`config.mk`:
```
export PLATFORM = sky130hd
export DESIGN_NAME = k_way_merge_priority_queue_flat
export DESIGN_NICKNAME = d
export VERILOG_FILES = /design/src/hw/rtl/kwm_pkg.sv /design/src/hw/rtl/kwm_if.sv /design/src/hw/rtl/k_way_merge_priority_queue.sv /design/src/flat_wrapper.sv
export SDC_FILE = /design/constraint.sdc
export NUM_CORES = 1
export LEC_CHECK = 0
export BUFFER_PORTS_ARGS = -buffer_cell sky130_fd_sc_hd__buf_2
export CORE_MARGIN = 3
export CORE_UTILIZATION = 50
export DETAILED_ROUTE_END_ITERATION = 8
export HOLD_SLACK_MARGIN = 0.02
export PLACE_DENSITY = 0.67
export SYNTH_ARGS = -nofsm -noshare
export SYNTH_HDL_FRONTEND = slang
export SYNTH_SLANG_ARGS = --single-unit
```
`constraint.sdc`:
```
create_clock -name clk_i -period 12.25 [get_ports clk_i]
set_input_delay 1.225 -clock clk_i [delete_from_list [all_inputs] [get_ports clk_i]]
set_output_delay 1.225 -clock clk_i [all_outputs]
set_load 0.005 [all_outputs]
```
`src/hw/rtl/kwm_pkg.sv`:
```
// Package with the entry layout, commands and status codes of the merge queue.
`default_nettype none
package kwm_pkg;
  localparam int unsigned ValueW = 32;
  localparam int unsigned SourceW = 3;
  localparam int unsigned EntryW = ValueW + SourceW;
  localparam int unsigned FillW = 4;

  typedef enum logic {
    CMD_INSERT = 1'b0,
    CMD_POP    = 1'b1
  } cmd_e;

  typedef enum logic [1:0] {
    ST_OK         = 2'd0,
    ST_EMPTY      = 2'd1,
    ST_FULL       = 2'd2,
    ST_RESERVED   = 2'd3
  } status_e;

  typedef enum logic [1:0] {
    S_IDLE,
    S_SCAN,
    S_MOVE,
    S_OUT
  } state_e;

  typedef logic [EntryW-1:0] entry_t;

  function automatic entry_t pack_entry(logic signed [ValueW-1:0] v, logic [SourceW-1:0] s);
    pack_entry = {~v[ValueW-1], v[ValueW-2:0], s};
  endfunction
endpackage
`default_nettype wire

```
`src/hw/rtl/kwm_if.sv`:
```
// Interfaces for the command and result channels of the merge queue.
`default_nettype none
interface kwm_cmd_if;
  logic                     valid;
  logic                     ready;
  logic                     command;
  logic signed [31:0]       in_value;
  logic [2:0]               in_source;
  modport source (output valid, command, in_value, in_source, input ready);
  modport sink (input valid, command, in_value, in_source, output ready);
endinterface

interface kwm_res_if;
  logic                     valid;
  logic                     ready;
  logic signed [31:0]       out_value;
  logic [2:0]               out_source;
  logic [1:0]               status;
  logic [3:0]               fill_count;
  modport source (output valid, out_value, out_source, status, fill_count, input ready);
  modport sink (input valid, out_value, out_source, status, fill_count, output ready);
endinterface
`default_nettype wire

```
`src/hw/rtl/k_way_merge_priority_queue.sv`:
```
// Top level of the merge queue: entry memory, minimum scan and result register.
//
// Channel  Dir  Transfer when         Payload
// cmd_i    in   valid && ready        command, in_value, in_source
// res_o    out  valid && ready        out_value, out_source, status, fill_count
//
// An insert or a rejected command passes through the S_OUT state on its way to the result register.
// A pop reads the memory one entry per cycle through the single read port, then passes through S_MOVE and S_OUT.
// Reset clears the count and control state; the entry memory is not cleared.
// A new command is taken only once the previous result has been transferred.
`default_nettype none
module k_way_merge_priority_queue
  import kwm_pkg::*;
#(
  parameter int unsigned WAYS = 8
) (
  input  wire    clk_i,
  input  wire    rst_ni,
  kwm_cmd_if.sink   cmd_i,
  kwm_res_if.source res_o
);
  localparam int unsigned AddrW = (WAYS > 1) ? $clog2(WAYS) : 1;
  localparam int unsigned CntW = $clog2(WAYS + 1);

  entry_t mem_q [WAYS];
  entry_t rdata_q;

  state_e state_q, state_d;
  logic [CntW-1:0] count_q, count_d;
  logic [CntW-1:0] idx_q, idx_d;
  logic [AddrW-1:0] best_q, best_d;
  entry_t best_val_q, best_val_d;
  logic rd_en;
  logic [AddrW-1:0] rd_addr;
  logic wr_en;
  logic [AddrW-1:0] wr_addr;
  entry_t wr_data;
  logic res_valid_q, res_valid_d;
  logic signed [31:0] res_value_q, res_value_d;
  logic [2:0] res_source_q, res_source_d;
  logic [1:0] res_status_q, res_status_d;
  logic [3:0] res_fill_q, res_fill_d;
  logic [CntW-1:0] last;
  logic take;

  assign take = cmd_i.valid && cmd_i.ready;
  assign cmd_i.ready = (state_q == S_IDLE) && !res_valid_q;
  assign last = count_q - CntW'(1);

  always_ff @(posedge clk_i) begin
    if (wr_en) begin
      mem_q[wr_addr] <= wr_data;
    end
    if (rd_en) begin
      rdata_q <= mem_q[rd_addr];
    end
  end

  always_ff @(posedge clk_i or negedge rst_ni) begin
    if (!rst_ni) begin
      state_q <= S_IDLE;
      count_q <= '0;
      res_valid_q <= 1'b0;
    end else begin
      state_q <= state_d;
      count_q <= count_d;
      res_valid_q <= res_valid_d;
    end
  end

  always_ff @(posedge clk_i) begin
    idx_q <= idx_d;
    best_q <= best_d;
    best_val_q <= best_val_d;
    res_value_q <= res_value_d;
    res_source_q <= res_source_d;
    res_status_q <= res_status_d;
    res_fill_q <= res_fill_d;
  end

  always_comb begin
    state_d = state_q;
    count_d = count_q;
    idx_d = idx_q;
    best_d = best_q;
    best_val_d = best_val_q;
    rd_en = 1'b0;
    rd_addr = '0;
    wr_en = 1'b0;
    wr_addr = count_q[AddrW-1:0];
    wr_data = pack_entry(cmd_i.in_value, cmd_i.in_source);
    res_valid_d = res_valid_q && !res_o.ready;
    res_value_d = res_value_q;
    res_source_d = res_source_q;
    res_status_d = res_status_q;
    res_fill_d = res_fill_q;
    unique case (state_q)
      S_IDLE: begin
        if (take) begin
          res_value_d = '0;
          res_source_d = '0;
          res_status_d = ST_OK;
          if (cmd_i.command == CMD_INSERT) begin
            if (count_q >= CntW'(WAYS)) begin
              res_status_d = ST_FULL;
            end else begin
              wr_en = 1'b1;
              count_d = count_q + CntW'(1);
            end
            state_d = S_OUT;
          end else if (count_q == '0) begin
            res_status_d = ST_EMPTY;
            state_d = S_OUT;
          end else begin
            rd_en = 1'b1;
            rd_addr = '0;
            idx_d = '0;
            state_d = S_SCAN;
          end
        end
      end
      S_SCAN: begin
        if (idx_q == '0 || rdata_q < best_val_q) begin
          best_val_d = rdata_q;
          best_d = idx_q[AddrW-1:0];
        end
        idx_d = idx_q + CntW'(1);
        rd_en = 1'b1;
        if (idx_q == last) begin
          rd_addr = last[AddrW-1:0];
          state_d = S_MOVE;
        end else begin
          rd_addr = idx_d[AddrW-1:0];
        end
      end
      S_MOVE: begin
        wr_en = 1'b1;
        wr_addr = best_q;
        wr_data = rdata_q;
        count_d = last;
        res_value_d = {~best_val_q[EntryW-1], best_val_q[EntryW-2:SourceW]};
        res_source_d = best_val_q[SourceW-1:0];
        res_status_d = ST_OK;
        state_d = S_OUT;
      end
      S_OUT: begin
        res_valid_d = 1'b1;
        res_fill_d = 4'(count_q);
        state_d = S_IDLE;
      end
      default: state_d = S_IDLE;
    endcase
  end

  assign res_o.valid = res_valid_q;
  assign res_o.out_value = res_value_q;
  assign res_o.out_source = res_source_q;
  assign res_o.status = res_status_q;
  assign res_o.fill_count = res_fill_q;

`ifndef SYNTHESIS
  a_count_bound: assert property (@(posedge clk_i) disable iff (!rst_ni)
    count_q <= CntW'(WAYS)) else $error("count exceeds depth");
  a_no_take_busy: assert property (@(posedge clk_i) disable iff (!rst_ni)
    (state_q != S_IDLE) |-> !cmd_i.ready) else $error("ready while busy");
  a_pop_dec: assert property (@(posedge clk_i) disable iff (!rst_ni)
    (state_q == S_MOVE) |=> (count_q == $past(count_q) - CntW'(1)))
    else $error("pop did not shrink count");
  a_result_follows: assert property (@(posedge clk_i) disable iff (!rst_ni)
    (state_q == S_OUT) |=> res_o.valid) else $error("result lost");
`endif
endmodule
`default_nettype wire
```
`src/flat_wrapper.sv`:
```
// flat-port wrapper written by rule: the top's interface ports become plain ports
module k_way_merge_priority_queue_flat import kwm_pkg::*;
#(
  parameter int unsigned WAYS = 8
)
  (clk_i, rst_ni, cmd_i_valid, cmd_i_command, cmd_i_in_value, cmd_i_in_source, cmd_i_ready, res_o_valid, res_o_out_value, res_o_out_source, res_o_status, res_o_fill_count, res_o_ready);
  kwm_cmd_if cmd_i_i ();
  kwm_res_if res_o_i ();
  input  wire clk_i;
  input  wire rst_ni;
  input wire logic [$bits(cmd_i_i.valid)-1:0] cmd_i_valid;
  input wire logic [$bits(cmd_i_i.command)-1:0] cmd_i_command;
  input wire logic [$bits(cmd_i_i.in_value)-1:0] cmd_i_in_value;
  input wire logic [$bits(cmd_i_i.in_source)-1:0] cmd_i_in_source;
  output wire logic [$bits(cmd_i_i.ready)-1:0] cmd_i_ready;
  output wire logic [$bits(res_o_i.valid)-1:0] res_o_valid;
  output wire logic [$bits(res_o_i.out_value)-1:0] res_o_out_value;
  output wire logic [$bits(res_o_i.out_source)-1:0] res_o_out_source;
  output wire logic [$bits(res_o_i.status)-1:0] res_o_status;
  output wire logic [$bits(res_o_i.fill_count)-1:0] res_o_fill_count;
  input wire logic [$bits(res_o_i.ready)-1:0] res_o_ready;
  assign cmd_i_i.valid = cmd_i_valid;
  assign cmd_i_i.command = cmd_i_command;
  assign cmd_i_i.in_value = cmd_i_in_value;
  assign cmd_i_i.in_source = cmd_i_in_source;
  assign cmd_i_ready = cmd_i_i.ready;
  assign res_o_valid = res_o_i.valid;
  assign res_o_out_value = res_o_i.out_value;
  assign res_o_out_source = res_o_i.out_source;
  assign res_o_status = res_o_i.status;
  assign res_o_fill_count = res_o_i.fill_count;
  assign res_o_i.ready = res_o_ready;
  k_way_merge_priority_queue #(.WAYS(WAYS)) u_core (.clk_i(clk_i), .rst_ni(rst_ni), .cmd_i(cmd_i_i), .res_o(res_o_i));
endmodule
```
# After elaboration in Yosys (flattened, before gate mapping)

Memories as Yosys holds them, arrays and structs flattened. A register that Yosys moved wholly into a read port is not among the register bits.
Cells that the tools add are included.

Bits in registers: 90
Bits in writable memories: 280
Bits of input ports: 40
Logic and storage cells: 81
Memories: 1

Add/subtract/negate cells: 3
Magnitude comparators: 2
Eq/ne operators: 10
Multiplexer cells: 37
Bitwise gates (word level): 2
Reduce and logical (&&, ||, !) cells: 16

Memories:

| memory       | words | bits a word | rd ports | clocked after Yosys merged registers in | wr ports | line                             | text |
|---|---|---|---|---|---|---|---|
| u_core.mem_q | 8     | 35          | 1        | 1                                       | 1        | k_way_merge_priority_queue.sv:25 | `entry_t mem_q [WAYS];` |

Operators with widths:

| operator              | number |
|---|---|
| $pmux W32 S2          | 1 |
| $lt A35 B35 Y1        | 1 |
| $mux W35              | 1 |
| $mux W32              | 1 |
| $mux W4               | 6 |
| $pmux W4 S2           | 2 |
| $mux W2               | 7 |
| $mux W3               | 4 |
| $mux W1               | 10 |
| $add A4 B1 Y4 const B | 2 |
| $logic_not A4 Y1      | 2 |
| $ne A2 B2 Y1 const B  | 4 |
| $pmux W2 S4           | 1 |
| $reduce_and A4 Y1     | 2 |
| $pmux W3 S2           | 1 |
| $reduce_and A2 Y1     | 3 |
| $eq A2 B2 Y1 const B  | 2 |
| $eq A4 B4 Y1          | 1 |
| $ge A4 B4 Y1 const B  | 1 |
| $ne A2 B1 Y1 const B  | 2 |
| $pmux W1 S2           | 2 |
| $pmux W2 S2           | 1 |
| $reduce_bool A2 Y1    | 2 |
| $sub A4 B1 Y4 const B | 1 |
| 6 further kinds       | 10 |

# Longest topological paths before layout

Depth in word-level cells: 7
Gate-level depth with buffers: 12
Gate-level depth less buffers: 8

# Worst setup path before layout

OpenSTA, ideal clock, no wires.

Kind: register to register
Start point: register u_core.rdata_q[4], read port of u_core.mem_q
End point: register u_core.best_q[0] (enable)
Setup time: 0.490 ns
Arrival time: 4.333 ns
Setup slack: 7.426 ns
Stages on the path, launching flop included: 8
Path buffers: 0
Clock period less this slack: 4.824 ns
Cells stage by stage: edfxtp_1 ha_1 a21o_1 a21o_1 a21oi_1 nor2_1 o311a_1 o31ai_1

Word-level cells in the longest chain between the ends: 3

Ends and longest elaborated chain:

| element                            | line                              | text |
|---|---|---|
| from (decl)                        | k_way_merge_priority_queue.sv:26  | `entry_t rdata_q;` |
| $lt A35 B35 Y1                     | k_way_merge_priority_queue.sv:123 | `if (idx_q == '0 \|\| rdata_q < best_val_q) begin` |
| $logic_or A1 B1 Y1                 | k_way_merge_priority_queue.sv:123 |  |
| $reduce_and A2 Y1 (no source line) | -                                 |  |
| to (signal assigned)               | k_way_merge_priority_queue.sv:73  | `best_q <= best_d;` |
| to (decl)                          | k_way_merge_priority_queue.sv:31  | `logic [AddrW-1:0] best_q, best_d;` |

No other way between the ends.
A chain may end at the register's enable or synchronous reset.

# Worst setup path after layout

Start point: register u_core.count_q[0]
End point: register u_core.rdata_q[2], read port of u_core.mem_q, data pin

Word-level cells in the longest chain between the ends: 5
Elaborated cells on any way between the ends: 9
Those cells by class: add/sub (1); eq/ne (1); mux (6); reduce/logical (1)

Ends and longest elaborated chain:

| element                                                               | line                             | text |
|---|---|---|
| from (decl)                                                           | k_way_merge_priority_queue.sv:29 | `logic [CntW-1:0] count_q, count_d;` |
| from (signal assigned)                                                | k_way_merge_priority_queue.sv:66 | `count_q <= count_d;` |
| parallel branches: the longest is 5 deep, another holds $sub A4 B1 Y4 | -                                |  |

Several ways; the timed one is not identified.

==> flow_summary.yaml <==
status:
  status: "complete, no violations"
worst_setup_path:
  r2r_slack_ns: 7.62
  rr_worst_depth: 10
  cp-end-kind: "flop"
  critical_path_class: "reg2reg"
  required_ns: 12.62
  crit_fanout: 138
  startpoint_type: "flop"
  worstPathArrival_ns: 5.01
  r2r-start: "u_core.count_q[0]$_DFFE_PN0P_"
  r2r-end: "u_core.rdata_q[2]$_DFFE_PP_"
final_layout:
  diodes: 0
  drive_above_1_share: 0.170
  multi_input_area_sq_mm: 0.00513
  final_net_count: 1381
  regArea_sq_mm: 0.0121
  fillers: 2681
  areaGrowthSynthToFinish_pct: 12.9
cts:
  clk_pin_slew_worst_paths_ns: 0.06
  cts_tree: "yes"
  ctsHtreeMaxLevel: 2
  cts_root_buf: "clkbuf_16"
  cts_hold_buffers: 0
  clk_path_buf_depth: 3
  cts.repair.resized: 0
  clk_latency_ns: 0.53
  cts_sinks: 405
  cts_buffers: 41
  cts_setup_buffers: 0
placement:
  gp_congestion: 0.790
  io_buffer_count: 82
  dp_slack_ns: 7.71
  dp_hpwl_mm: 21.9
timing:
  setup_viol: 0
  skew_ns: 0.0145
  max_freq_mhz: 216
  finalHoldViolCount: 0
  finalMaxSlewViolations: 0
  post-route-min-period_ns: 4.63
  rsz0062_at_grt: "false"
  slew_headroom: 0.238
  timing.final.ws_setup_ns: 7.62
  tightest_slew_ns: 1.14
  final.setup.tns_ns: 0
  period_share: 0.378
  holdWs_ns: 0.478
yosys:
  synth_edf_count: 398
  yosys.cell_count.top_type: "edfxtp_1"
  yosys_register_bits: 405
  syn-num-nets: 1330
  async_reset_ff_frac: 0.0173
  synth_seq_area_share: 0.686
  syn_avg_cell_area_sq_um: 14.2
  yosys_warnings: 0
  synth_area_sq_mm: 0.0177
  synth_area_leaders: "edfxtp_1 (68%), a21boi_0 (5.4%), and3_1 (4.8%)"
  yosysUniqueCellTypes: 49
  yosys.area.top_type: "edfxtp_1"
  synth-main-ff-cell: "edfxtp_1"
  synth_top_area_frac: 0.676
  syn_inst: 1248
  synth.top_cells.by_count: "edfxtp_1 (398), and3_1 (137), a21boi_0 (127)"
global_route:
  grt_max_degree: 139
  grt_first_pass_wirelength_mm: 59.6
  gr-usage-all-layers: 0.201
  grt_overflow: 0
  antenna_found_initial: 1
  grt_pass1_vias: 10400
routing:
  vias_per_cell: 5.97
  antenna_left: 0
  wirelength_mm: 38.5
  wl_per_cell_microns: 21.6
  vias: 10700
  dr.pass1.iters: 5
  initialDrtViolationCount: 893
  drc: 0
power:
  p_per_area_mw_per_mm2: 267
  power.total_mw: 5.34
  power_frac_seq: 0.443
  clkPwrFrac: 0.236
  power.share.switching: 0.343
  leakage_nw: 7.08
  power_switching_mw: 1.83
  peakVddDrop_mv: 0.305
  comb_power_share: 0.321
  internal_power_mw: 3.51
die:
  die_area_sq_mm: 0.0377
  fp-row-count: 68
  start_util: 0.509
  pin_count: 83
  die_y_microns: 194
  core_sq_mm: 0.0347
  fp.dieW_microns: 194
min_path:
  hp-class: "reg2reg"
  hp-start: "u_core.rdata_q[6]$_DFFE_PP_"
  holdPathEnd: "u_core.best_val_q[6]$_DFFE_PP_"
  whs_path_depth: 0
flow_run:
  cap_viol_max_count: 0
==> worst max path at each step <==
stage | from | end | slack, ns | depth (start not counted)
final | u_core.count_q[0]$_DFFE_PN0P_ | u_core.rdata_q[2]$_DFFE_PP_ | 7.62 | 10
after global routing | u_core.count_q[1]$_DFFE_PN0P_ | u_core.rdata_q[4]$_DFFE_PP_ | 7.28 | 10
after CTS | u_core.count_q[0]$_DFFE_PN0P_ | u_core.rdata_q[2]$_DFFE_PP_ | 7.68 | 10
after detailed placement | u_core.count_q[0]$_DFFE_PN0P_ | u_core.rdata_q[2]$_DFFE_PP_ | 7.71 | 10
after global placement | u_core.count_q[0]$_DFFE_PN0P_ | u_core.rdata_q[28]$_DFFE_PP_ | 7.92 | 10
after floorplan | u_core.rdata_q[4]$_DFFE_PP_ | u_core.best_q[0]$_DFFE_PP_ | 7.43 | 7
==> per-stage QoR <==
step           area, sq um  utilization  instances
6_report             20000        0.575       1785
5_1_grt              20000        0.575       1785
4_1_cts              20000        0.575       1785
3_5_place_dp         18600        0.535       1711
3_3_place_gp         18600        0.535       1711
2_1_floorplan        17700            -       1248
==> cells in the final DEF, fill, tap and decap left out, types with 9 or more instances in the layout <==
master / instances
a21boi_0: 127
a21boi_1: 9
a21o_1: 10
a21oi_1: 11
and3_1: 137
buf_2: 82
buf_4: 24
clkbuf_16: 43
edfxtp_1: 398
ha_1: 41
inv_1: 45
mux2_2: 35
nand2_1: 10
nand4_1: 42
nor2_1: 53
o211ai_1: 103
o21ai_0: 32
o21ai_1: 14
==> sequential cells by signal, summed over array words and instances, names as in the netlist <==
signal	cells
u_core.mem_q	280
u_core.best_val_q	35
u_core.rdata_q	35
u_core.res_o.out_value	32
u_core.count_q	4
u_core.idx_q	4
u_core.res_o.fill_count	4
u_core.best_q	3
u_core.res_o.out_source	3
u_core.res_o.status	2
u_core.state_q	2
u_core.res_o.valid	1
==> cells by family (layout without fill, tap and decap cells) <==
family                   count (synthesis)  after routing  synth area share
AND/OR/NAND/NOR                        284            284            0.0911
XOR/XNOR                                11             11           0.00545
buffers and inverters                  143            225            0.0313
adder cells (fa/ha/maj)                 42             42            0.0297
flip-flops                             405            405             0.686
multiplexers                            37             37            0.0248
AO/OA/AOI/OAI                          326            326             0.132
==> area by class of cell <==
| cell class | count | area share |
|---|---|---|
| clock buffer | 50 | 0.0552 |
| clock inverter | 24 | 0.0133 |
| inverter | 45 | 0.00847 |
| multi-input combinational | 700 | 0.257 |
| sequential | 405 | 0.608 |
| tap | 455 | 0.0285 |
| timing repair buffer | 106 | 0.0296 |
==> critical path, stage by stage (launching register included) <==
cell and delay [ns]:
dfrtp_1 0.50, inv_1 0.13, ha_1 0.25, xor2_1 0.35, xor2_1 0.53, or4_2 0.22
buf_4 0.84, and2_1 0.91, buf_4 0.42, o211ai_1 0.14, nand4_1 0.12
==> per-layer routing <==
| layer | GRT usage | vias to the layer above | share of wire |
|---|---|---|---|
| met5 | 0 | - | 0 |
| met4 | 0.0566 | 0 | 0.024 |
| met3 | 0.0313 | 68 | 0.067 |
| met2 | 0.322 | 338 | 0.47 |
| met1 | 0.288 | 5294 | 0.44 |
| li1 | - | 4952 | - |
==> power by group through the flow <==
| stage | combinational (mW) | sequential (mW) | clock (mW) |
|---|---|---|---|
| final | 1.71 | 2.36 | 1.26 |
| after global routing | 1.90 | 2.40 | 1.34 |
| after CTS | 1.72 | 2.36 | 1.28 |
| after detailed placement | 1.71 | 2.39 | 0 |
| after global placement | 1.67 | 2.38 | 0 |
| after floorplan | 1.15 | 2.33 | 0 |
No activity file was read; power rests on OpenSTA's default activity.
